===== config.mk =====
export PLATFORM = sky130hd
export DESIGN_NAME = tkf_cordic
export DESIGN_NICKNAME = d
export VERILOG_FILES = /design/src/hdl/tkf_pkg.sv /design/src/hdl/tkf_cordic.sv
export SDC_FILE = /design/constraint.sdc
export NUM_CORES = 1
export LEC_CHECK = 0
export ABC_AREA = 0
export ABC_CLOCK_PERIOD_IN_PS = 7700
export BUFFER_PORTS_ARGS = -buffer_cell sky130_fd_sc_hd__buf_2
export CAP_MARGIN = 20
export CORE_ASPECT_RATIO = 1.25
export CORE_MARGIN = 4
export CORE_UTILIZATION = 40
export CTS_BUF_LIST = sky130_fd_sc_hd__clkbuf_16
export DETAILED_ROUTE_END_ITERATION = 16
export PLACE_DENSITY = 0.56
export RECOVER_POWER = 50
export SKIP_CTS_REPAIR_TIMING = 1
export SLEW_MARGIN = 20
export SYNTH_ARGS = -nofsm -noshare
export SYNTH_HDL_FRONTEND = slang
export SYNTH_SLANG_ARGS = --single-unit

===== constraint.sdc =====
create_clock -name clk -period 7.7 [get_ports clk]
set_clock_uncertainty 0.05 [all_clocks]
set_input_delay 0.77 -clock clk [delete_from_list [all_inputs] [get_ports clk]]
set_output_delay 0.77 -clock clk [all_outputs]
set_load 0.05 [all_outputs]

===== src/hdl/tkf_pkg.sv =====
// ----------------------------------------------------------------------------
// tkf_pkg
// Shared types, reset values, CORDIC angle table and saturation helpers for
// the tilt Kalman filter.
// ----------------------------------------------------------------------------
`default_nettype none

package tkf_pkg;

  localparam int CORDIC_STEPS_DEF = 16;
  localparam int TAB_N            = 24;

  localparam logic [15:0]        TIME_STEP_RST = 16'd66;
  localparam logic [30:0]        APN_RST       = 31'd66;
  localparam logic [30:0]        BPN_RST       = 31'd197;
  localparam logic [30:0]        MN_RST        = 31'd19661;
  localparam logic signed [31:0] COV_ONE       = 32'sd65536;

  typedef enum logic [1:0] {
    REG_TIME_STEP   = 2'd0,
    REG_ANGLE_NOISE = 2'd1,
    REG_BIAS_NOISE  = 2'd2,
    REG_MEAS_NOISE  = 2'd3
  } cfg_reg_t;

  typedef enum logic [6:0] {
    S_IDLE        = 7'b0000001,
    S_MUL_A       = 7'b0000010,
    S_MUL_B       = 7'b0000100,
    S_WAIT_CORDIC = 7'b0001000,
    S_DIV_START   = 7'b0010000,
    S_DIV_WAIT    = 7'b0100000,
    S_OUT         = 7'b1000000
  } seq_state_t;

  typedef enum logic [3:0] {
    OP_ANGLE_PRED = 4'd0,
    OP_AA_PRED    = 4'd1,
    OP_AB_PRED    = 4'd2,
    OP_BB_PRED    = 4'd3,
    OP_BA_CORR    = 4'd4,
    OP_BB_CORR    = 4'd5,
    OP_AA_CORR    = 4'd6,
    OP_AB_CORR    = 4'd7,
    OP_ANGLE_CORR = 4'd8,
    OP_BIAS_CORR  = 4'd9
  } mul_op_t;

  typedef struct packed {
    logic               done;
    logic signed [31:0] value;
  } unit_res_t;

  // 57.295 * atan(2^-i) degrees, Q30
  function automatic logic [39:0] atan_entry(input logic [4:0] idx);
    logic [39:0] v;
    begin
      case (idx)
        5'd0:  v = 40'd48317724705;
        5'd1:  v = 40'd28523618434;
        5'd2:  v = 40'd15071096617;
        5'd3:  v = 40'd7650323966;
        5'd4:  v = 40'd3840007551;
        5'd5:  v = 40'd1921875734;
        5'd6:  v = 40'd961172375;
        5'd7:  v = 40'd480615517;
        5'd8:  v = 40'd240311425;
        5'd9:  v = 40'd120156171;
        5'd10: v = 40'd60078143;
        5'd11: v = 40'd30039079;
        5'd12: v = 40'd15019540;
        5'd13: v = 40'd7509770;
        5'd14: v = 40'd3754885;
        5'd15: v = 40'd1877443;
        5'd16: v = 40'd938721;
        5'd17: v = 40'd469361;
        5'd18: v = 40'd234680;
        5'd19: v = 40'd117340;
        5'd20: v = 40'd58670;
        5'd21: v = 40'd29335;
        5'd22: v = 40'd14668;
        5'd23: v = 40'd7334;
        default: v = 40'd0;
      endcase
      return v;
    end
  endfunction

  function automatic logic signed [31:0] sat32(input logic signed [65:0] v);
    logic signed [31:0] r;
    begin
      if (v > 66'sd2147483647)       r = 32'sh7fffffff;
      else if (v < -66'sd2147483648) r = 32'sh80000000;
      else                           r = v[31:0];
      return r;
    end
  endfunction

  function automatic logic signed [31:0] add_sat(input logic signed [31:0] a,
                                                 input logic signed [31:0] b);
    logic signed [65:0] s;
    begin
      s = 66'(a) + 66'(b);
      return sat32(s);
    end
  endfunction

  function automatic logic signed [31:0] sub_sat(input logic signed [31:0] a,
                                                 input logic signed [31:0] b);
    logic signed [65:0] s;
    begin
      s = 66'(a) - 66'(b);
      return sat32(s);
    end
  endfunction

endpackage

`default_nettype wire


===== src/hdl/tkf_cordic.sv =====
// ----------------------------------------------------------------------------
// tkf_cordic
// Vectoring CORDIC, one iteration per cycle: 57.295*atan2(-ax, az) in Q16.16.
// ----------------------------------------------------------------------------
`default_nettype none

module tkf_cordic #(
  parameter int STEPS = tkf_pkg::CORDIC_STEPS_DEF
) (
  input  wire               clk,
  input  wire               rst_n,
  input  wire               start,
  input  wire signed [15:0] accel_x,
  input  wire signed [15:0] accel_z,
  output tkf_pkg::unit_res_t res
);

  localparam int CW = $clog2(STEPS);
  localparam logic [CW-1:0] LAST = CW'(STEPS - 1);

  logic                 busy_r;
  logic                 done_r;
  logic [CW-1:0]        cnt_r;
  logic signed [35:0]   x_r;
  logic signed [35:0]   y_r;
  logic signed [39:0]   z_r;
  logic                 zero_r;
  logic                 zneg_r;

  logic signed [16:0]   nax;
  logic signed [35:0]   x_init;
  logic signed [35:0]   y_init;
  logic signed [39:0]   t0;
  logic signed [35:0]   dx;
  logic signed [35:0]   dy;
  logic signed [39:0]   tab;
  logic signed [39:0]   z_sel;
  logic signed [39:0]   z_rnd;

  always_comb begin
    nax    = -(17'(accel_x));
    x_init = $signed({{4{accel_z[15]}}, accel_z, 16'b0});
    y_init = $signed({{3{nax[16]}}, nax, 16'b0});
    t0     = $signed(tkf_pkg::atan_entry(5'd0));
    dx     = y_r >>> cnt_r;
    dy     = x_r >>> cnt_r;
    tab    = $signed(tkf_pkg::atan_entry(5'(cnt_r)));
    if (zero_r) begin
      z_sel = zneg_r ? -(t0 <<< 2) : 40'sd0;
    end else begin
      z_sel = z_r;
    end
    z_rnd = (z_sel + 40'sd8192) >>> 14;
  end

  always_ff @(posedge clk) begin
    if (!rst_n) begin
      busy_r <= 1'b0;
      done_r <= 1'b0;
      cnt_r  <= '0;
    end else if (start) begin
      busy_r <= 1'b1;
      done_r <= 1'b0;
      cnt_r  <= '0;
      zero_r <= (accel_x == 16'sd0);
      zneg_r <= accel_z[15];
      if (accel_z[15]) begin
        if (accel_x[15]) begin
          x_r <= y_init;
          y_r <= -x_init;
          z_r <= t0 <<< 1;
        end else begin
          x_r <= -y_init;
          y_r <= x_init;
          z_r <= -(t0 <<< 1);
        end
      end else begin
        x_r <= x_init;
        y_r <= y_init;
        z_r <= 40'sd0;
      end
    end else if (busy_r) begin
      if (y_r > 36'sd0) begin
        x_r <= x_r + dx;
        y_r <= y_r - dy;
        z_r <= z_r + tab;
      end else begin
        x_r <= x_r - dx;
        y_r <= y_r + dy;
        z_r <= z_r - tab;
      end
      cnt_r <= cnt_r + 1'b1;
      if (cnt_r == LAST) begin
        busy_r <= 1'b0;
        done_r <= 1'b1;
      end
    end
  end

  assign res.done  = done_r;
  assign res.value = tkf_pkg::sat32(66'(z_rnd));

endmodule

`default_nettype wire


Word-level counts from Yosys, hierarchy flattened --
Memory sizes are Yosys's and may differ from the RTL's. A register that Yosys moved wholly into a read port is not among the register bits. Cells that the tools add are included.
Storage, ports and cells: ROM bits 576, flip-flop bits (word level) 120, input bits 35, memories kept 1
Memory list:
- (name not given) | depth 16, width 36, rd ports 1, clocked after memory_dff 1, wr ports 0, RTL line tkf_pkg.sv:58 | case (idx)
Cells by class: equal/unequal tests 1, muxes and demuxes 24, add/subtract/negate cells 11, shift-type cells 2, bitwise gates (word level) 1, magnitude comparators 3, reduce and logical (&&, ||, !) cells 6
Operator list (count):
- 36-bit two-way mux | 10
- 40-bit two-way mux | 7
- 36-bit adder | 2
- 36-bit by 4-bit >>> shifter with 36-bit output | 2
- 36-bit subtractor | 2
- 32-bit two-way mux | 2
- 40-bit by 15-bit adder with 40-bit output (second input constant) | 1
- 40-bit adder | 1
- 40-bit subtractor | 1
- 36-bit by 1-bit > comparator with 1-bit output (second input constant) | 1
- 32-bit negator with 36-bit output | 1
- 33-bit negator with 36-bit output | 1
- 26-bit by 32-bit > comparator with 1-bit output (second input constant) | 1
- 26-bit by 32-bit less-than comparator with 1-bit output (second input constant) | 1
- 16-bit negator with 17-bit output | 1
- 16-bit zero test | 1
- 4-bit two-way mux | 2
- 2-bit AND reduction | 3
- 4-bit by 1-bit adder with 4-bit output (second input constant) | 1
- 4-bit == test (second input constant) | 1
- 1-bit two-way mux | 3
- 2-bit nonzero test | 1
- 2-bit OR reduction | 1
- 1-bit NOT | 1

Logic depth before layout (Yosys ltp) --
depth after elaboration 6, gate-level depth with buffers 28

Least setup slack after synthesis --
OpenSTA, ideal clock, no wires.
kind register -> register, start reg cnt_r[0], end reg x_r[34], data pin, buffers on the path 8, arrival 5.575 ns, path slack 1.794 ns, clock period less this slack 5.906 ns, stages on the path, launching flop included 26, data required time 7.369 ns, cells stage by stage dfxtp_1 buf_6 buf_4 buf_2 buf_2 buf_2 buf_1 buf_2 clkbuf_1 a21oi_1 o21a_1 ha_1 and3_1 and2_1 and3_1 a21oi_1 xnor2_1 ha_1 a21o_1 a21o_1 or3_1 o221a_2 o41ai_1 a221oi_1 a41oi_1 o311ai_0
On the way: longest elaborated chain between the ends 5, elaborated cells between the ends (all ways) 6, those cells by class 2 x add/sub; 1 x shift; 3 x mux
RTL lines:
- start, declared | RTL line tkf_cordic.sv:23 | logic [CW-1:0] cnt_r;
- start signal, assigned | RTL line tkf_cordic.sv:92 | cnt_r <= cnt_r + 1'b1;
- 36-bit by 4-bit >>> shifter with 36-bit output * | RTL line tkf_cordic.sv:45 | dx = y_r >>> cnt_r;
- 36-bit subtractor / 36-bit adder (equally long branches) | RTL line tkf_cordic.sv:88, tkf_cordic.sv:84
- 36-bit two-way mux * | RTL line tkf_cordic.sv:83 | if (y_r > 36'sd0) begin
- 36-bit two-way mux * | RTL line tkf_cordic.sv:82 | end else if (busy_r) begin
- 36-bit two-way mux * | RTL line tkf_cordic.sv:61 | end else if (start) begin
- end signal, assigned | RTL line tkf_cordic.sv:69 | x_r <= y_init;
- end signal, assigned | RTL line tkf_cordic.sv:84 | x_r <= x_r + dx;
- end signal, assigned | RTL line tkf_cordic.sv:88 | x_r <= x_r - dx;
- end, declared | RTL line tkf_cordic.sv:24 | logic signed [35:0] x_r;
Mark *: on every way between the ends. The rest lies on a longest branch, timed or not. The select of a mux whose other input is x is not followed. A chain may end at the register's enable or synchronous reset.

Worst setup path after layout --
start reg cnt_r[3], end reg y_r[21], data pin
On the way: longest elaborated chain between the ends 5, elaborated cells between the ends (all ways) 6, those cells by class 2 x add/sub; 1 x shift; 3 x mux
RTL lines:
- 36-bit by 4-bit >>> shifter with 36-bit output * | RTL line tkf_cordic.sv:46 | dy = x_r >>> cnt_r;
- 36-bit adder / 36-bit subtractor (equally long branches) | RTL line tkf_cordic.sv:89, tkf_cordic.sv:85
- 36-bit two-way mux * | RTL line tkf_cordic.sv:83
- 36-bit two-way mux * | RTL line tkf_cordic.sv:82
- 36-bit two-way mux * | RTL line tkf_cordic.sv:61
- end signal, assigned | RTL line tkf_cordic.sv:70 | y_r <= -x_init;
- end signal, assigned | RTL line tkf_cordic.sv:85 | y_r <= y_r - dy;
- end signal, assigned | RTL line tkf_cordic.sv:89 | y_r <= y_r + dy;
- end, declared | RTL line tkf_cordic.sv:25 | logic signed [35:0] y_r;
Marks and branches as above.

==> results.md <==
* Status: finished with violations
* Failing checks: capacitance limit, slew limit
* Final Max Tran Viols at about 280
* Finished Layout Cells at 3053
* Finished Cell Area at 21500 um2
* CP peak stage delay at 0.70 ns
* Crit path kind: reg2reg
* PD cells at ~310 nW/um2
* Top-level I/O count at between 60 and 70
* Max Cap Viol at 5
* Family with the most delay on the worst path: compound AO/OA/AOI/OAI gates
* R2r setup slk at 1.14 ns
* CP required at 7.84 ns
* Crit path depth at 18
* Clock latency on the worst-skew pair at between 0.4 and 0.5 ns
* Clock Path Buffers at 2
* Via count at 19147
* Routed Antenna Nets at 0
* Largest net degree at the start of global routing at 69
* Aggregate global routing overflow at 0
* Core area at 49600 um2
* Leading area contributor after synthesis: edfxtp_1
* Share of layout cells above drive strength 1 at 0.114
* Setup TNS at 0 ns
* Most common cell in the netlist: o21ai_0
* Worst R2R Path Depth at 18
* Fin crit share at 0.852
* Final layout net count at about 2600
* H-tree depth at 4
* Slew headroom at -0.892
* Height of the die at between 200 and 300 um
* Post-synth top area share at 0.169
* Pleak at 8.05 nW
* Fmax achieved at around 150 MHz
* EDFF count, synth at about 110
* Area after DPL at about 21000 um2
* Ys Warns at 0
* Avg Cell Area, Syn at roughly 8.4 um2
* Setup WS pre-CTS at between 1 and 1.5 ns
* Max IR drop VDD at 0.160 mV
* DP HPWL at 50800 um
* Tmin final at 6.56 ns
* Post-synth top cells: o21ai_0, nand2_1, nor2_1, a21oi_1, xnor2_1
* Final wirelength at 66600 um
* Post-Synthesis Cells at 2412
* Synth unique cells at 92
* Setup Viol. Count Final at 0
* GPL Wtd Cong at 0.935
* Buf/Inv on CP at 0
* Router iterations before antenna repair at 6
* Die X at 209 um
* Tightest Pin Transition at 2.84 ns
* IO buf count at 67
* Hold_ws at 0.577 ns
* Ys async rst share at 0
* Top_reg_cell synth: edfxtp_1
* Root buf cell: clkbuf_16
* Crit path DAT at ~6.7 ns
* Min-delay worst type: reg2reg
* CP Cell Sequence: mux4_2 > mux2_4 > mux2_2 > or4b_4 > nor3_1 > nor2_1 > xnor2_1 > ha_1 > a2111oi_0 > o21ai_0 > o21ai_0 > o211ai_1 > a21oi_1 > o21bai_1 > a211oi_1 > o21bai_1 > xnor2_1 > o21ai_0
* CTS Buf Count at 17
* Post-placement cell count at 3020
* Die area at 54300 um2
* DR vias/cell at ~6.3
* Wire per inst at 21.8 um
* Mapped Nets at between 2000 and 3000
* Vias in the first global route at 18851
* Synthesized cell area at 20200 um2
* DRC at 0
* Clock sinks at 156
* Max Fanout on Critical Path at 42
* Total power at 6.73 mW
* Final hold violation count at 0
* Initial antenna violation count at 0
* Final worst slack at 1.14 ns
* Area contributors post-synth: edfxtp_1, mux4_2, ha_1
* CTS tree: yes
* Crit-path most repeated cell: o21ai_0
* Worst hold stages at 2
* Total GRT Usage at 0.238
* Register clock-pin slew on the reported worst setup and hold paths at 0.07 ns
* Initial Util at 0.408
* Area Overhead vs Synth at 6.30%
* Sequential share of the synthesized area at 0.211
* Worst path slowest cell: dfxtp_4
* Row Count at 91
* Unrepaired setup endpoints after global routing: no
* DRT iter0 DRCs at approximately 1700
* Critical Path End Type: flip-flop
* Global-route wire length before repair at 104000 um
* Layout Utilization at 0.433
* Startpoint Class: flip-flop
* Flops & latches, synth at roughly 160
==> registers in the layout, summed over array words and instances, names as in the netlist <==
| name | flops |
|---|---|
| x_r | 36 |
| zneg_r | 1 |
| tab | 36 |
| done_r | 1 |
| y_r | 36 |
| busy_r | 1 |
| zero_r | 1 |
| z_r | 40 |
| cnt_r | 4 |
==> placed cells by master (no fill, tap or decap), drive strengths merged, types with 53 or more instances in the layout <==
master	netlist	layout
edfxtp	114	114
nand2	203	203
a21oi	171	171
o21ai	217	217
ha	125	125
xnor2	131	131
nor2	187	187
inv	63	69
buf	63	73
nand3	60	60
a21o	54	54
nor3	62	62
xor2	115	115
mux4	77	77
mux2	53	53
==> cell type report <==
cell class | instances | area, um2
diodes | 1 | 2.50
clock buffers | 21 | 526
clock inverters | 11 | 78.8
fillers | 5006 | 28100
inverters | 64 | 240
multi-input cells | 2059 | 15100
flip-flops and latches | 156 | 4280
well taps | 651 | 815
repair buffers | 90 | 475
==> routing by layer <==
layer | track usage | vias to the layer above | wire length, um
met3 | 0.0267 | 194 | 3470
met2 | 0.430 | 755 | 33500
met4 | 0.118 | 0 | 3500
met1 | 0.279 | 9154 | 26100
li1 | - | 9044 | -
met5 | 0 | - | 0
==> final timing paths <==
| kind | start | endpoint |
|---|---|---|
| worst max-delay path | cnt_r[3]$_SDFFE_PP0P_ | y_r[21]$_DFFE_PP_ |
| worst min-delay path | done_r$_SDFFE_PP0P_ | done_r$_SDFFE_PP0P_ |
| worst max register to register | cnt_r[3]$_SDFFE_PP0P_ | y_r[21]$_DFFE_PP_ |
| worst min register to register | done_r$_SDFFE_PP0P_ | done_r$_SDFFE_PP0P_ |
==> worst register-to-register path, stage by stage (launching register included) <==
cell,delay [ns]
dfxtp_4,0.70
mux4_2,0.66
mux2_4,0.30
mux2_2,0.30
or4b_4,0.61
nor3_1,0.53
nor2_1,0.12
xnor2_1,0.15
ha_1,0.36
a2111oi_0,0.40
o21ai_0,0.19
o21ai_0,0.14
o211ai_1,0.25
a21oi_1,0.28
o21bai_1,0.11
a211oi_1,0.47
o21bai_1,0.19
xnor2_1,0.34
o21ai_0,0.12
==> logic make-up after synthesis <==
group,after synthesis,share of synthesized area
buf+inv,197,0.0435
compound gates,738,0.231
fa+ha+maj,128,0.0803
simple gates,768,0.187
mux,179,0.140
flops,156,0.211
xor+xnor,246,0.107
==> where the power goes <==
group	switching, mW	internal [mW]	leakage, nW
Sequential	0.355	1.17	1.45
Combinational	2.47	1.83	6.30
Clock	0.413	0.492	0.305
Power figures use the tool's default switching activity.
