<file path="src/hdl/tkf_pkg.sv">
// ----------------------------------------------------------------------------
// tkf_pkg
// Shared types, reset values, CORDIC angle table and saturation helpers for
// the tilt Kalman filter.
// ----------------------------------------------------------------------------
`default_nettype none

package tkf_pkg;

  localparam int CORDIC_STEPS_DEF = 16;
  localparam int TAB_N            = 24;

  localparam logic [15:0]        TIME_STEP_RST = 16'd66;
  localparam logic [30:0]        APN_RST       = 31'd66;
  localparam logic [30:0]        BPN_RST       = 31'd197;
  localparam logic [30:0]        MN_RST        = 31'd19661;
  localparam logic signed [31:0] COV_ONE       = 32'sd65536;

  typedef enum logic [1:0] {
    REG_TIME_STEP   = 2'd0,
    REG_ANGLE_NOISE = 2'd1,
    REG_BIAS_NOISE  = 2'd2,
    REG_MEAS_NOISE  = 2'd3
  } cfg_reg_t;

  typedef enum logic [6:0] {
    S_IDLE        = 7'b0000001,
    S_MUL_A       = 7'b0000010,
    S_MUL_B       = 7'b0000100,
    S_WAIT_CORDIC = 7'b0001000,
    S_DIV_START   = 7'b0010000,
    S_DIV_WAIT    = 7'b0100000,
    S_OUT         = 7'b1000000
  } seq_state_t;

  typedef enum logic [3:0] {
    OP_ANGLE_PRED = 4'd0,
    OP_AA_PRED    = 4'd1,
    OP_AB_PRED    = 4'd2,
    OP_BB_PRED    = 4'd3,
    OP_BA_CORR    = 4'd4,
    OP_BB_CORR    = 4'd5,
    OP_AA_CORR    = 4'd6,
    OP_AB_CORR    = 4'd7,
    OP_ANGLE_CORR = 4'd8,
    OP_BIAS_CORR  = 4'd9
  } mul_op_t;

  typedef struct packed {
    logic               done;
    logic signed [31:0] value;
  } unit_res_t;

  // 57.295 * atan(2^-i) degrees, Q30
  function automatic logic [39:0] atan_entry(input logic [4:0] idx);
    logic [39:0] v;
    begin
      case (idx)
        5'd0:  v = 40'd48317724705;
        5'd1:  v = 40'd28523618434;
        5'd2:  v = 40'd15071096617;
        5'd3:  v = 40'd7650323966;
        5'd4:  v = 40'd3840007551;
        5'd5:  v = 40'd1921875734;
        5'd6:  v = 40'd961172375;
        5'd7:  v = 40'd480615517;
        5'd8:  v = 40'd240311425;
        5'd9:  v = 40'd120156171;
        5'd10: v = 40'd60078143;
        5'd11: v = 40'd30039079;
        5'd12: v = 40'd15019540;
        5'd13: v = 40'd7509770;
        5'd14: v = 40'd3754885;
        5'd15: v = 40'd1877443;
        5'd16: v = 40'd938721;
        5'd17: v = 40'd469361;
        5'd18: v = 40'd234680;
        5'd19: v = 40'd117340;
        5'd20: v = 40'd58670;
        5'd21: v = 40'd29335;
        5'd22: v = 40'd14668;
        5'd23: v = 40'd7334;
        default: v = 40'd0;
      endcase
      return v;
    end
  endfunction

  function automatic logic signed [31:0] sat32(input logic signed [65:0] v);
    logic signed [31:0] r;
    begin
      if (v > 66'sd2147483647)       r = 32'sh7fffffff;
      else if (v < -66'sd2147483648) r = 32'sh80000000;
      else                           r = v[31:0];
      return r;
    end
  endfunction

  function automatic logic signed [31:0] add_sat(input logic signed [31:0] a,
                                                 input logic signed [31:0] b);
    logic signed [65:0] s;
    begin
      s = 66'(a) + 66'(b);
      return sat32(s);
    end
  endfunction

  function automatic logic signed [31:0] sub_sat(input logic signed [31:0] a,
                                                 input logic signed [31:0] b);
    logic signed [65:0] s;
    begin
      s = 66'(a) - 66'(b);
      return sat32(s);
    end
  endfunction

endpackage

`default_nettype wire

</file>
<file path="src/hdl/tkf_div.sv">
// ----------------------------------------------------------------------------
// tkf_div
// Restoring divider, one quotient bit per cycle: round(num*2^16/den),
// ties away from zero, saturated to 32 bits; zero divisor gives zero.
// ----------------------------------------------------------------------------
`default_nettype none

module tkf_div (
  input  wire               clk,
  input  wire               rst_n,
  input  wire               start,
  input  wire signed [31:0] num,
  input  wire signed [32:0] den,
  output tkf_pkg::unit_res_t res
);

  logic        busy_r;
  logic        done_r;
  logic [4:0]  cnt_r;
  logic [31:0] rem_r;
  logic [31:0] low_r;
  logic [31:0] d_r;
  logic [31:0] quo_r;
  logic        neg_r;
  logic        big_r;
  logic        zero_r;

  logic [32:0] nabs;
  logic [32:0] dabs;
  logic [48:0] nn;
  logic        big;
  logic        zero;
  logic [32:0] rem2;
  logic        qbit;
  logic signed [31:0] value;

  always_comb begin
    nabs = num[31] ? -(33'(num)) : 33'(num);
    dabs = den[32] ? -den : den;
    nn   = 49'({nabs[31:0], 16'b0}) + 49'(dabs[31:1]);
    zero = (den == 33'sd0);
    big  = (32'(nn[48:32]) >= dabs[31:0]);
    rem2 = {rem_r, low_r[31]};
    qbit = (rem2 >= {1'b0, d_r});
    if (zero_r) begin
      value = 32'sd0;
    end else if (big_r) begin
      value = neg_r ? 32'sh80000000 : 32'sh7fffffff;
    end else if (neg_r) begin
      value = (quo_r > 32'h80000000) ? 32'sh80000000 : $signed(-quo_r);
    end else begin
      value = quo_r[31] ? 32'sh7fffffff : $signed(quo_r);
    end
  end

  always_ff @(posedge clk) begin
    if (!rst_n) begin
      busy_r <= 1'b0;
      done_r <= 1'b0;
      cnt_r  <= '0;
    end else if (start) begin
      busy_r <= !(zero || big);
      done_r <= zero || big;
      cnt_r  <= '0;
      rem_r  <= 32'(nn[48:32]);
      low_r  <= nn[31:0];
      d_r    <= dabs[31:0];
      quo_r  <= '0;
      neg_r  <= num[31] ^ den[32];
      big_r  <= big;
      zero_r <= zero;
    end else if (busy_r) begin
      rem_r <= qbit ? 32'(rem2 - {1'b0, d_r}) : rem2[31:0];
      low_r <= {low_r[30:0], 1'b0};
      quo_r <= {quo_r[30:0], qbit};
      cnt_r <= cnt_r + 1'b1;
      if (cnt_r == 5'd31) begin
        busy_r <= 1'b0;
        done_r <= 1'b1;
      end
    end
  end

  assign res.done  = done_r;
  assign res.value = value;

endmodule

`default_nettype wire
</file>
<file path="config.mk">
export PLATFORM = sky130hd
export DESIGN_NAME = tkf_div
export DESIGN_NICKNAME = d
export VERILOG_FILES = /design/src/hdl/tkf_pkg.sv /design/src/hdl/tkf_div.sv
export SDC_FILE = /design/constraint.sdc
export NUM_CORES = 1
export LEC_CHECK = 0
export BUFFER_PORTS_ARGS = -buffer_cell sky130_fd_sc_hd__buf_2
export CAP_MARGIN = 20
export CORE_MARGIN = 8
export CORE_UTILIZATION = 40
export CTS_BUF_LIST = sky130_fd_sc_hd__clkbuf_8
export CTS_CLUSTER_DIAMETER = 30
export DETAILED_ROUTE_END_ITERATION = 12
export GPL_TIMING_DRIVEN = 0
export MAX_ROUTING_LAYER = met4
export PLACE_DENSITY = 0.57
export SLEW_MARGIN = 5
export SYNTH_ARGS = -nofsm -noshare
export SYNTH_HDL_FRONTEND = slang
export SYNTH_SLANG_ARGS = --single-unit
</file>
<file path="constraint.sdc">
create_clock -name clk -period 14.4 [get_ports clk]
set_input_delay 2.16 -clock clk [delete_from_list [all_inputs] [get_ports clk]]
set_output_delay 2.16 -clock clk [all_outputs]
set_load 0.05 [all_outputs]
</file>
# ---- After elaboration in Yosys (flattened, before gate mapping)
# Cells that the tools add are included.
# W data, S select, Z words.
dict set report classes {
  addsub 6
  n_lt_le_gt_ge 3
  eq_ne 1
  n_mux 20
  bitwise_logic 2
  n_reduce_logical 9
}
# cell n
set ops {}
lappend ops {{$mux W32} 12}
lappend ops {{$neg A32 Y32} 3}
lappend ops {{$add A48 B31 Y49} 1}
lappend ops {{$ge A33 B32 Y1} 1}
lappend ops {{$logic_not A33 Y1} 1}
lappend ops {{$ge A17 B32 Y1} 1}
lappend ops {{$gt A32 B32 Y1 const B} 1}
lappend ops {{$sub A32 B32 Y32} 1}
lappend ops {{$mux W31} 1}
lappend ops {{$mux W17} 1}
lappend ops {{$mux W1} 6}
lappend ops {{$reduce_and A2 Y1} 3}
lappend ops {{$add A5 B1 Y5 const B} 1}
lappend ops {{$eq A5 B5 Y1 const B} 1}
lappend ops {{$reduce_bool A2 Y1} 2}
lappend ops {{$reduce_or A2 Y1} 1}
lappend ops {{$logic_not A1 Y1} 1}
lappend ops {{$logic_or A1 B1 Y1} 1}
lappend ops {{$not A1 Y1} 1}
lappend ops {{$xor A1 B1 Y1} 1}
dict set report totals {
  ff_bits 138
  output_inout_bits 33
}

# ---- Logic depth before layout (Yosys ltp)
# Gate-level depths: netlist of the first run.
dict set report logic_depth {
  ltp_word 7
  mapped_depth 27
}

# ---- Least setup slack after synthesis of the first run
# Ideal clock, no wire load.
dict set report synth_path {
  path_kind {in2reg}
  start {input port den[10]}
  end {register big_r, data pin}
  setup_time_ps 255
  arrival_time_ps 7036
  required_ps 14145
  slack_ps 7110
  stages 23
  path_cell_list {or4_4 > or3_1 > or4_1 > nand2_1 > xnor2_1 > ha_1 > o21a_1 > o31a_1 > o31a_1 > a211oi_1 > a21oi_1 > o21ai_0 > a32oi_1 > xor2_1 > ha_1 > nand2b_1 > a21o_1 > a21oi_1 > o21ai_0 > a21o_1 > a21oi_1 > o21ai_0 > and2_1}
}
dict set report synth_between {
  elab_chain_cells 4
}
# element line
set synth_lines {}
lappend synth_lines {{start, declared} tkf_div.sv:13} ;# input wire signed [32:0] den,
lappend synth_lines {{$neg A32 Y32 (*)} tkf_div.sv:39} ;# dabs = den[32] ? -den : den;
lappend synth_lines {{$mux W32 (*)} tkf_div.sv:39}
lappend synth_lines {{via dabs[21]} tkf_div.sv:29} ;# logic [32:0] dabs;
lappend synth_lines {{$add A48 B31 Y49} tkf_div.sv:40} ;# nn = 49'({nabs[31:0], 16'b0}) + 49'(dabs[31:1]);
lappend synth_lines {{$ge A17 B32 Y1 (*)} tkf_div.sv:42} ;# big = (32'(nn[48:32]) >= dabs[31:0]);
lappend synth_lines {{via big} tkf_div.sv:31} ;# logic big;
lappend synth_lines {{end signal, assigned} tkf_div.sv:70} ;# big_r <= big;
lappend synth_lines {{end, declared} tkf_div.sv:25} ;# logic big_r;
# Mark *: on every way through the listed nets, which the timed path passes. The rest lies on a longest branch.
# A chain may end at the register's enable or synchronous reset.

# ---- Final worst setup path of the first run
dict set report layout_path {
  start {input port den[32]}
  end {register busy_r}
}
dict set report layout_between {
  elab_chain_cells 6
}
# element line
set layout_lines {}
lappend layout_lines {{$mux W32 (*)} tkf_div.sv:39}
lappend layout_lines {{via dabs[24]} tkf_div.sv:29}
lappend layout_lines {{$add A48 B31 Y49} tkf_div.sv:40}
lappend layout_lines {{$ge A17 B32 Y1 (*)} tkf_div.sv:42}
lappend layout_lines {{$logic_or A1 B1 Y1 (*)} tkf_div.sv:62} ;# busy_r <= !(zero || big);
lappend layout_lines {{$logic_not A1 Y1 (*)} tkf_div.sv:62}
lappend layout_lines {{$mux W1 (*)} tkf_div.sv:61} ;# end else if (start) begin
lappend layout_lines {{end signal, assigned} tkf_div.sv:62}
lappend layout_lines {{end, declared} tkf_div.sv:17} ;# logic busy_r;
# Marks and branches as above.

==> results_dict.tcl, run 1 <==
set metrics [dict create \
    finalSetupViolations 0 \
    synth.cell_area_um2 11900 \
    synth-seq-cells 138 \
    cts_hold_buf 0 \
    placed_area_um2 12800 \
    worst_pin_slew_ns 1.13 \
    die-area_um2 35400 \
    gr-total-overflow 0 \
    post-dp-hpwl_um 28200 \
    yosysSeqAreaShare_pct 34.3 \
    post-route-period-util_pct 58.5 \
    grt_usage_pct 20.5 \
    ios 101 \
    grt_pass1_vias 10300 \
    diodes 0 \
    syn-num-nets 1477 \
    pre_cts_ws_ns 5.50 \
    synth_flop_cell "edfxtp_1" \
    finalPower_mw 1.32 \
    root_buffer "clkbuf_8" \
    peakVddDrop_mv 0.0577 \
    drv_cap 0 \
    ff2ff_setup_slack_ns 10.08 \
    rsz0062_at_grt "no" \
    drc 0 \
    outcome "finished, final reports clean" \
    port_buffers 90 \
    drt_first_pass_iters 5 \
    insertion_delay_ns 0.47 \
    vias_per_cell 5.70 \
    routed_wl_um 36100 \
    skew_ns 0.0173 \
    place_congestion 1.04 \
    grt_pass1_wl_um 56900 \
    cts.clk_slew.worst_paths_ns 0.10 \
    drt_iter0_markers 702 \
    layout.nets 1587 \
    htree_num_levels 4 \
    antenna_found_initial 0 \
    clkSinkCount 138 \
    synth_edf_count 131 \
    die_x_um 188 \
    worstPathRequired_ns 14.82 \
    worst_slack_ns 5.97 \
    crit_path_end_kind "flip-flop" \
    core_area_um2 29400 \
    antenna_left 0 \
    row_count 63 \
    hold_viol 0 \
    cts_setup_buffers 0 \
    start_kind "primary input" \
    crit_arrival_ns 8.85 \
    grt_max_degree 52 \
    tns_ns 0 \
    die_h_um 188 \
    crit_fanout 10 \
    crit_type "primary input to flip-flop" \
    cts_buffers 17 \
    synth_cells 1338 \
    clockBufferDepth 2 \
    layout-drive-gt1-share_pct 13.6 \
    fin_util_pct 45.1 \
    postSynthAreaPerCell_um2 8.87 \
    vias 10500 \
    stdcell_area_um2 13300 \
    p_per_area_nw_per_um2 99.8 \
    cts_resized 0 \
    min_path_type "flip-flop to flip-flop" \
    async_reset_ff_share_pct 0 \
    max_freq_mhz 119 \
    yosysWarnings 0 \
    synth_cell_types 86 \
    leakage_nw 5.10 \
    initial_core_util_pct 40.4 \
    syn_to_final_growth_pct 11.7 \
    cts_tree "yes" \
    maxSlewViolCount 0 \
    slew_headroom_pct 23.9 \
    period_minus_slack_ns 8.43 \
    wl_per_cell_um 19.5 \
]
-- state kept, by name (all words and copies together), names as in the netlist --
signal / cells
done_r: 1
neg_r: 1
big_r: 1
low_r: 32
quo_r: 32
rem_r: 32
zero_r: 1
d_r: 32
cnt_r: 5
busy_r: 1
-- final cells by class --
type | count | area [µm²]
clock buffers | 17 | 234
well taps | 390 | 488
repair buffers | 91 | 478
multi-input cells | 1048 | 7220
inverters | 82 | 308
flip-flops and latches | 138 | 4070
fillers | 2915 | 16100
clock inverters | 15 | 173
plain buffers | 70 | 284
-- where the power goes --
part | total, mW | internal, mW | switching [mW] | leakage, nW
clock network | 0.336 | 0.147 | 0.188 | 0.209
logic | 0.480 | 0.189 | 0.292 | 3.59
registers | 0.507 | 0.488 | 0.0198 | 1.31
total | 1.32 | 0.823 | 0.500 | 5.10
-- critical path, cell delays in order --
cell	delay, ns
buf_2	0.14
clkbuf_1	0.35
clkbuf_1	0.51
clkbuf_1	0.56
nand2_1	0.14
xnor2_1	0.47
ha_1	0.38
a21o_1	0.19
a21o_1	0.17
a211o_1	0.29
a211oi_1	0.78
a21oi_1	0.21
o21ai_0	0.13
a32oi_1	0.13
xor2_1	0.38
ha_1	0.31
nand2b_1	0.14
a21o_1	0.18
a21oi_1	0.12
o21ai_0	0.10
a21o_1	0.19
a21oi_1	0.19
o21ai_0	0.13
a21oi_1	0.31
o21a_1	0.18
-- per-layer routing --
| metal | global-route usage, % | share of wire (%) |
|---|---|---|
| met3 | 2.92 | 5.0 |
| met2 | 32.8 | 46 |
| met4 | 5.97 | 2.0 |
| met1 | 26.7 | 47 |
| met5 | - | 0 |
-- worst paths after layout --
kind	from	endpoint	depth (start not counted)
max	den[32]	busy_r	25
min	cnt_r[4]	cnt_r[4]	2
max reg2reg	rem_r[6]	rem_r[7]	13
min reg2reg	cnt_r[4]	cnt_r[4]	2
-- layout by cell type (no fill, tap or decap), types with 22 or more instances in the layout --
cell and count:
a21o_1 27, a21oi_1 95, buf_2 98, clkbuf_1 54, edfxtp_1 131, ha_1 69, inv_1 80, mux2_2 28
nand2_1 86, nand3_1 25, nor2_1 136, nor2b_1 43, nor3_1 40, o21ai_0 55, o31ai_1 22, xnor2_1 64
xor2_1 44
-- synth_stat cells, types with 14 or more instances --
master / n / area, µm²
nor2b_1: 43 / 269
mux2_2: 28 / 315
edfxtp_1: 131 / 3930
o31ai_1: 22 / 165
o21ai_0: 55 / 275
a31oi_1: 17 / 106
or3_1: 14 / 87.6
nor3_1: 40 / 200
a211oi_1: 18 / 135
ha_1: 69 / 863
xnor2_1: 64 / 561
nand4_1: 20 / 125
clkbuf_1: 54 / 203
a21o_1: 27 / 203
nor2_1: 136 / 510
a21boi_0: 16 / 120
xor2_1: 44 / 385
nor4_1: 16 / 100
nand3_1: 25 / 125
nand2_1: 86 / 323
mux2i_1: 14 / 140
a21oi_1: 95 / 475
inv_1: 80 / 300
-- logic make-up (layout without fill, tap and decap cells) --
| kind of cell | count (synthesis) | after routing | synth area share, % |
|---|---|---|---|
| other cells | 1 | 1 | 0.0316 |
| flops | 138 | 138 | 34.3 |
| xor+xnor | 108 | 108 | 7.97 |
| mux | 43 | 43 | 3.93 |
| fa+ha+maj | 71 | 71 | 7.61 |
| compound gates | 360 | 360 | 20.7 |
| buf+inv | 152 | 275 | 4.99 |
| simple gates | 465 | 465 | 20.5 |
-- stage by stage --
step	hold WS [ns]	cells
final	0.516	1851
after detailed placement	0.494	1819
after CTS	0.519	1851
after floorplan	0.467	1338
after global routing	0.542	1851
after global placement	0.480	1818
No activity file was read; power rests on OpenSTA's default activity.
==> run 2: changes to the inputs <==
- ABC_AREA: default -> 1
- clock period: 14.4 -> 8.35 ns (I/O delays scaled with it)
==> results_dict.tcl, run 2 <==
set metrics [dict create \
    rsz0062_at_grt "no" \
    fin_util_pct 45.5 \
    holdWs_ns 0.471 \
    die-area_um2 37900 \
    ys_top_cells_by_area "edfxtp_1 31%, nand2_1 13%, nor2_1 7.1%" \
    grt_usage_pct 22.6 \
    fillCellCount 3302 \
    crit_type "primary input to flip-flop" \
    clockBufferDepth 2 \
    hold_viol 0 \
    initial_core_util_pct 40.5 \
    min_path_type "flip-flop to flip-flop" \
    stdcell_area_um2 14300 \
    async_reset_ff_share_pct 0 \
    clkSinkCount 138 \
    grt_max_degree 28 \
    place_congestion 0.962 \
    cp_slowest_stage_delay_ns 0.52 \
    layout-drive-gt1-share_pct 11.8 \
    syn_to_final_growth_pct 12.2 \
    synthSimpleGateAreaFrac_pct 33.6 \
    synth-seq-cells 138 \
    tns_ns 0 \
    finalSetupViolations 0 \
    insertion_delay_ns 0.46 \
    worstPathRequired_ns 8.75 \
    worst_slack_ns 2.41 \
    cts_tree "yes" \
    syn-num-nets 1969 \
    slew_headroom_pct 37.8 \
    crit_path_end_kind "flip-flop" \
    worst_pin_slew_ns 0.933 \
    antenna_found_initial 1 \
    synth_cells 1830 \
    p_per_area_nw_per_um2 161 \
    post-route-period-util_pct 71.2 \
    grt_pass1_wl_um 66300 \
    synth_top_area_cell "edfxtp_1" \
    outcome "finished, final reports clean" \
    port_buffers 98 \
    die_x_um 195 \
    yosysMostFrequentCell "nand2_1" \
    final_cell_mix "435 x nand2_1, 242 x nor2_1, 239 x inv_1" \
    yosysSeqAreaShare_pct 31.9 \
    vias 12400 \
    finalPower_mw 2.30 \
    core_area_um2 31500 \
    pre_cts_ws_ns 1.95 \
    drt_iter0_markers 890 \
    cts_hold_buf 0 \
    drv_cap 0 \
    cts_setup_buffers 0 \
    synth_edf_count 131 \
    synth_top_family_by_area "simple AND/OR/NAND/NOR gates" \
    root_buffer "clkbuf_8" \
    stdcell_count 2368 \
    synth_top_area_share_pct 30.8 \
    synth_compound_area_share_pct 12.4 \
    row_count 65 \
    ff2ff_setup_slack_ns 5.41 \
    layout.nets 2091 \
    dp_cells 2335 \
    start_kind "primary input" \
    htree_num_levels 4 \
    critPathSlowestCell "xor2_1" \
    yosysWarnings 0 \
    placed_area_um2 13900 \
    skew_ns 0.0170 \
    ios 101 \
    drc 0 \
    wl_per_cell_um 17.6 \
    synthTopCellsByCount "435 x nand2_1, 242 x nor2_1, 238 x inv_1, 146 x nand3_1, 131 x edfxtp_1" \
    yosys-mux-area-fraction_pct 0 \
    leakage_nw 6.59 \
    gr-total-overflow 0 \
    cts.clk_slew.worst_paths_ns 0.09 \
    synthAdderAreaFrac_pct 7.08 \
    cts_resized 0 \
    cts_buffers 17 \
    final_common_cell "nand2_1" \
    die_h_um 195 \
    drt_first_pass_iters 6 \
    vias_per_cell 5.25 \
    grt_pass1_vias 12200 \
    synth_flop_cell "edfxtp_1" \
    crit_fanout 7 \
    maxSlewViolCount 0 \
    period_minus_slack_ns 5.94 \
    postSynthAreaPerCell_um2 6.97 \
    antenna_left 0 \
    synth_cell_types 57 \
    peakVddDrop_mv 0.103 \
    critPathMostFrequentCell "nand2_1" \
    post-dp-hpwl_um 34600 \
    synth-xor-area-share_pct 5.88 \
    crit_arrival_ns 6.34 \
    synth.cell_area_um2 12800 \
    routed_wl_um 41700 \
    max_freq_mhz 168 \
]
run 2: cell count changes in the layout (fill, tap and decap cells not counted), moves of 24 or more:
cell,before,now
nand3_1,25,146
inv_1,80,239
o21ai_0,55,89
nor2b_1,43,1
nor2_1,136,242
nand2_1,86,435
clkbuf_1,54,25
xnor2_1,64,29
a21o_1,27,3
mux2_2,28,0
run 2: power breakdown:
group	internal, mW	switching (mW)
sequential	0.834	0.0269
clock	0.303	0.298
combinational	0.278	0.557
total	1.41	0.882
run 2: logic make-up (layout without fill, tap and decap cells):
kind of cell / count (synthesis) / after routing
adder cells (fa/ha/maj): 71 / 71
XOR/XNOR: 83 / 83
other: 1 / 2
buffers and inverters: 294 / 429
flip-flops: 138 / 138
AO/OA/AOI/OAI: 280 / 280
AND/OR/NAND/NOR: 963 / 963
run 2: path summary, 6_finish.rpt:
check             from   endpoint  depth (start not counted)
max             den[4]     busy_r                         36
min           cnt_r[4]   cnt_r[4]                          2
max reg2reg  rem_r[15]  rem_r[16]                         13
min reg2reg   cnt_r[4]   cnt_r[4]                          2
run 2: worst max-delay path, delay by kind of cell:
| family | cells | cell delay, ns |
|---|---|---|
| buffers and inverters | 5 | 0.41 |
| and+or+nand+nor | 22 | 2.31 |
| adders and majority gates | 3 | 0.90 |
| AOI/OAI and AO/OA | 4 | 0.72 |
| xor gates and xnor gates | 2 | 0.74 |
run 2: final cells by class:
type	instances	area (µm²)	share of cell area, %
antenna	1	2.50	0.0175
buffer	47	231	1.62
multi-input combinational	1398	7530	52.7
clock buffer	17	234	1.64
inverter	247	927	6.48
tap	402	503	3.52
sequential	138	4070	28.5
timing repair buffer	103	613	4.28
clock inverter	15	189	1.32
run 2: per-layer routing:
metal	track usage, %	share of wire [%]	wire length (µm)	vias up
met3	2.26	4.5	1860	46
met2	37.7	47	19600	387
met1	29.2	47	19600	5720
met4	5.43	1.8	762	0
met5	-	0	0	-
li1	-	-	-	6281
==> run 3: changes to the inputs <==
- clock period: 8.35 -> 5.83 ns (I/O delays scaled with it)
==> results_dict.tcl, run 3 (synthesized netlist as in run 2, its figures left out) <==
set metrics [dict create \
    min_path_type "flip-flop to flip-flop" \
    crit_type "primary input to flip-flop" \
    port_buffers 98 \
    layout.nets 2092 \
    crit_path_end_kind "flip-flop" \
    gr-total-overflow 0 \
    max_freq_mhz 184 \
    path_buf_inv 4 \
    grt_max_degree 25 \
    post-dp-hpwl_um 34900 \
    grt_pass1_wl_um 66400 \
    die-area_um2 37900 \
    layout-drive-gt1-share_pct 11.9 \
    ios 101 \
    antenna_found_initial 0 \
    start_kind "primary input" \
    insertion_delay_ns 0.45 \
    vias_per_cell 5.27 \
    outcome "finished, final reports clean" \
    dp_cells 2336 \
    root_buffer "clkbuf_8" \
    skew_ns 0.0131 \
    wl_per_cell_um 17.7 \
    peakVddDrop_mv 0.142 \
    drt_iter0_markers 992 \
    cp_slowest_stage_delay_ns 0.47 \
    final_common_cell "nand2_1" \
    drc 0 \
    vias 12500 \
    pre_cts_ws_ns -0.0334 \
    leakage_nw 6.59 \
    stdcell_count 2368 \
    maxSlewViolCount 0 \
    die_x_um 195 \
    clkSinkCount 138 \
    grt_usage_pct 22.5 \
    crit_family "simple AND/OR/NAND/NOR gates" \
    worst_pin_slew_ns 0.922 \
    die_h_um 195 \
    antenna_left 0 \
    core_area_um2 31500 \
    row_count 65 \
    crit_arrival_ns 5.82 \
    p_per_area_nw_per_um2 224 \
    routed_wl_um 41800 \
    drv_cap 0 \
    final_cell_mix "435 x nand2_1, 242 x nor2_1, 238 x inv_1" \
    place_congestion 0.957 \
    rsz0062_at_grt "no" \
    drt_first_pass_iters 5 \
    grt_pass1_vias 12200 \
    cts_buffers 17 \
    post-route-period-util_pct 93.0 \
    crit_fanout 7 \
    syn_to_final_growth_pct 12.3 \
    cts_setup_buffers 0 \
    worst_slack_ns 0.407 \
    initial_core_util_pct 40.5 \
    slew_headroom_pct 38.5 \
    period_minus_slack_ns 5.42 \
    hold_viol 0 \
    critPathSlowestCell "xor2_1" \
    htree_num_levels 4 \
    critPathMostFrequentCell "nand2_1" \
    cts.clk_slew.worst_paths_ns 0.10 \
    clockBufferDepth 2 \
    worstPathRequired_ns 6.22 \
    diodes 0 \
    finalSetupViolations 0 \
    cts_tree "yes" \
]
==> run 3: changes by cell type in the layout (fill, tap and decap cells not counted), moves of 2 or more <==
cell and delta:
buf_12 -2, buf_16 +3, bufinv_16 -3, clkinv_4 +2
clkinv_8 +3
==> run 3: area by class of cell <==
cell class	count	area, µm²
multi-input cells	1398	7540
well taps	402	503
repair buffers	104	656
fillers	3284	17200
clock buffers	17	234
clock inverters	15	156
flip-flops and latches	138	4070
inverters	247	927
plain buffers	47	231
==> run 3: worst paths after layout <==
| path | startpoint | end | slack (ns) | depth (start not counted) |
|---|---|---|---|---|
| worst max-delay path | den[0] | busy_r | 0.41 | 35 |
| worst min-delay path | cnt_r[4] | cnt_r[4] | 0.48 | 2 |
| worst max register to register | rem_r[15] | rem_r[8] | 2.88 | 13 |
| worst min register to register | cnt_r[4] | cnt_r[4] | 0.48 | 2 |
==> run 3: timing repair <==
action / CTS / global route
hold buffers: 0 / 0
endpoints found under the setup margin: 0 / 2
gates resized for setup: 0 / 1
==> run 3: report_power, final <==
part	switching [mW]	leakage [nW]	internal [mW]
Clock	0.451	0.196	0.319
Combinational	0.801	5.08	0.402
Sequential	0.0374	1.31	1.19
Total	1.29	6.59	1.91
==> run 3: through the flow <==
step                total power, mW  TNS, ns  util [%]  area, µm²  hold WS [ns]
detailed placement             2.44  -0.0334      44.2      13900         0.468
CTS                            3.22        0      45.5      14300         0.483
floorplan                      2.09        0         -      12800         0.444
global route                   3.41        0      45.5      14300         0.506
finish                         3.20        0      45.5      14300         0.476
global placement               2.42   -76.19      43.7      13800         0.455
==> run 3: worst reg2reg max path: cells and delay by family (launching register included) <==
family	cells	cell delay, ns
simple gates	8	0.97
compound gates	3	0.62
fa+ha+maj	1	0.42
flops	1	0.39
buf+inv	1	0.29
==> run 3: layer usage <==
metal | share of wire [%] | global-route usage (%) | vias up
met1 | 47 | 29.9 | 5786
met4 | 2.3 | 6.45 | 0
li1 | - | - | 6289
met3 | 3.8 | 1.78 | 56
met2 | 47 | 36.5 | 356
met5 | 0 | - | -
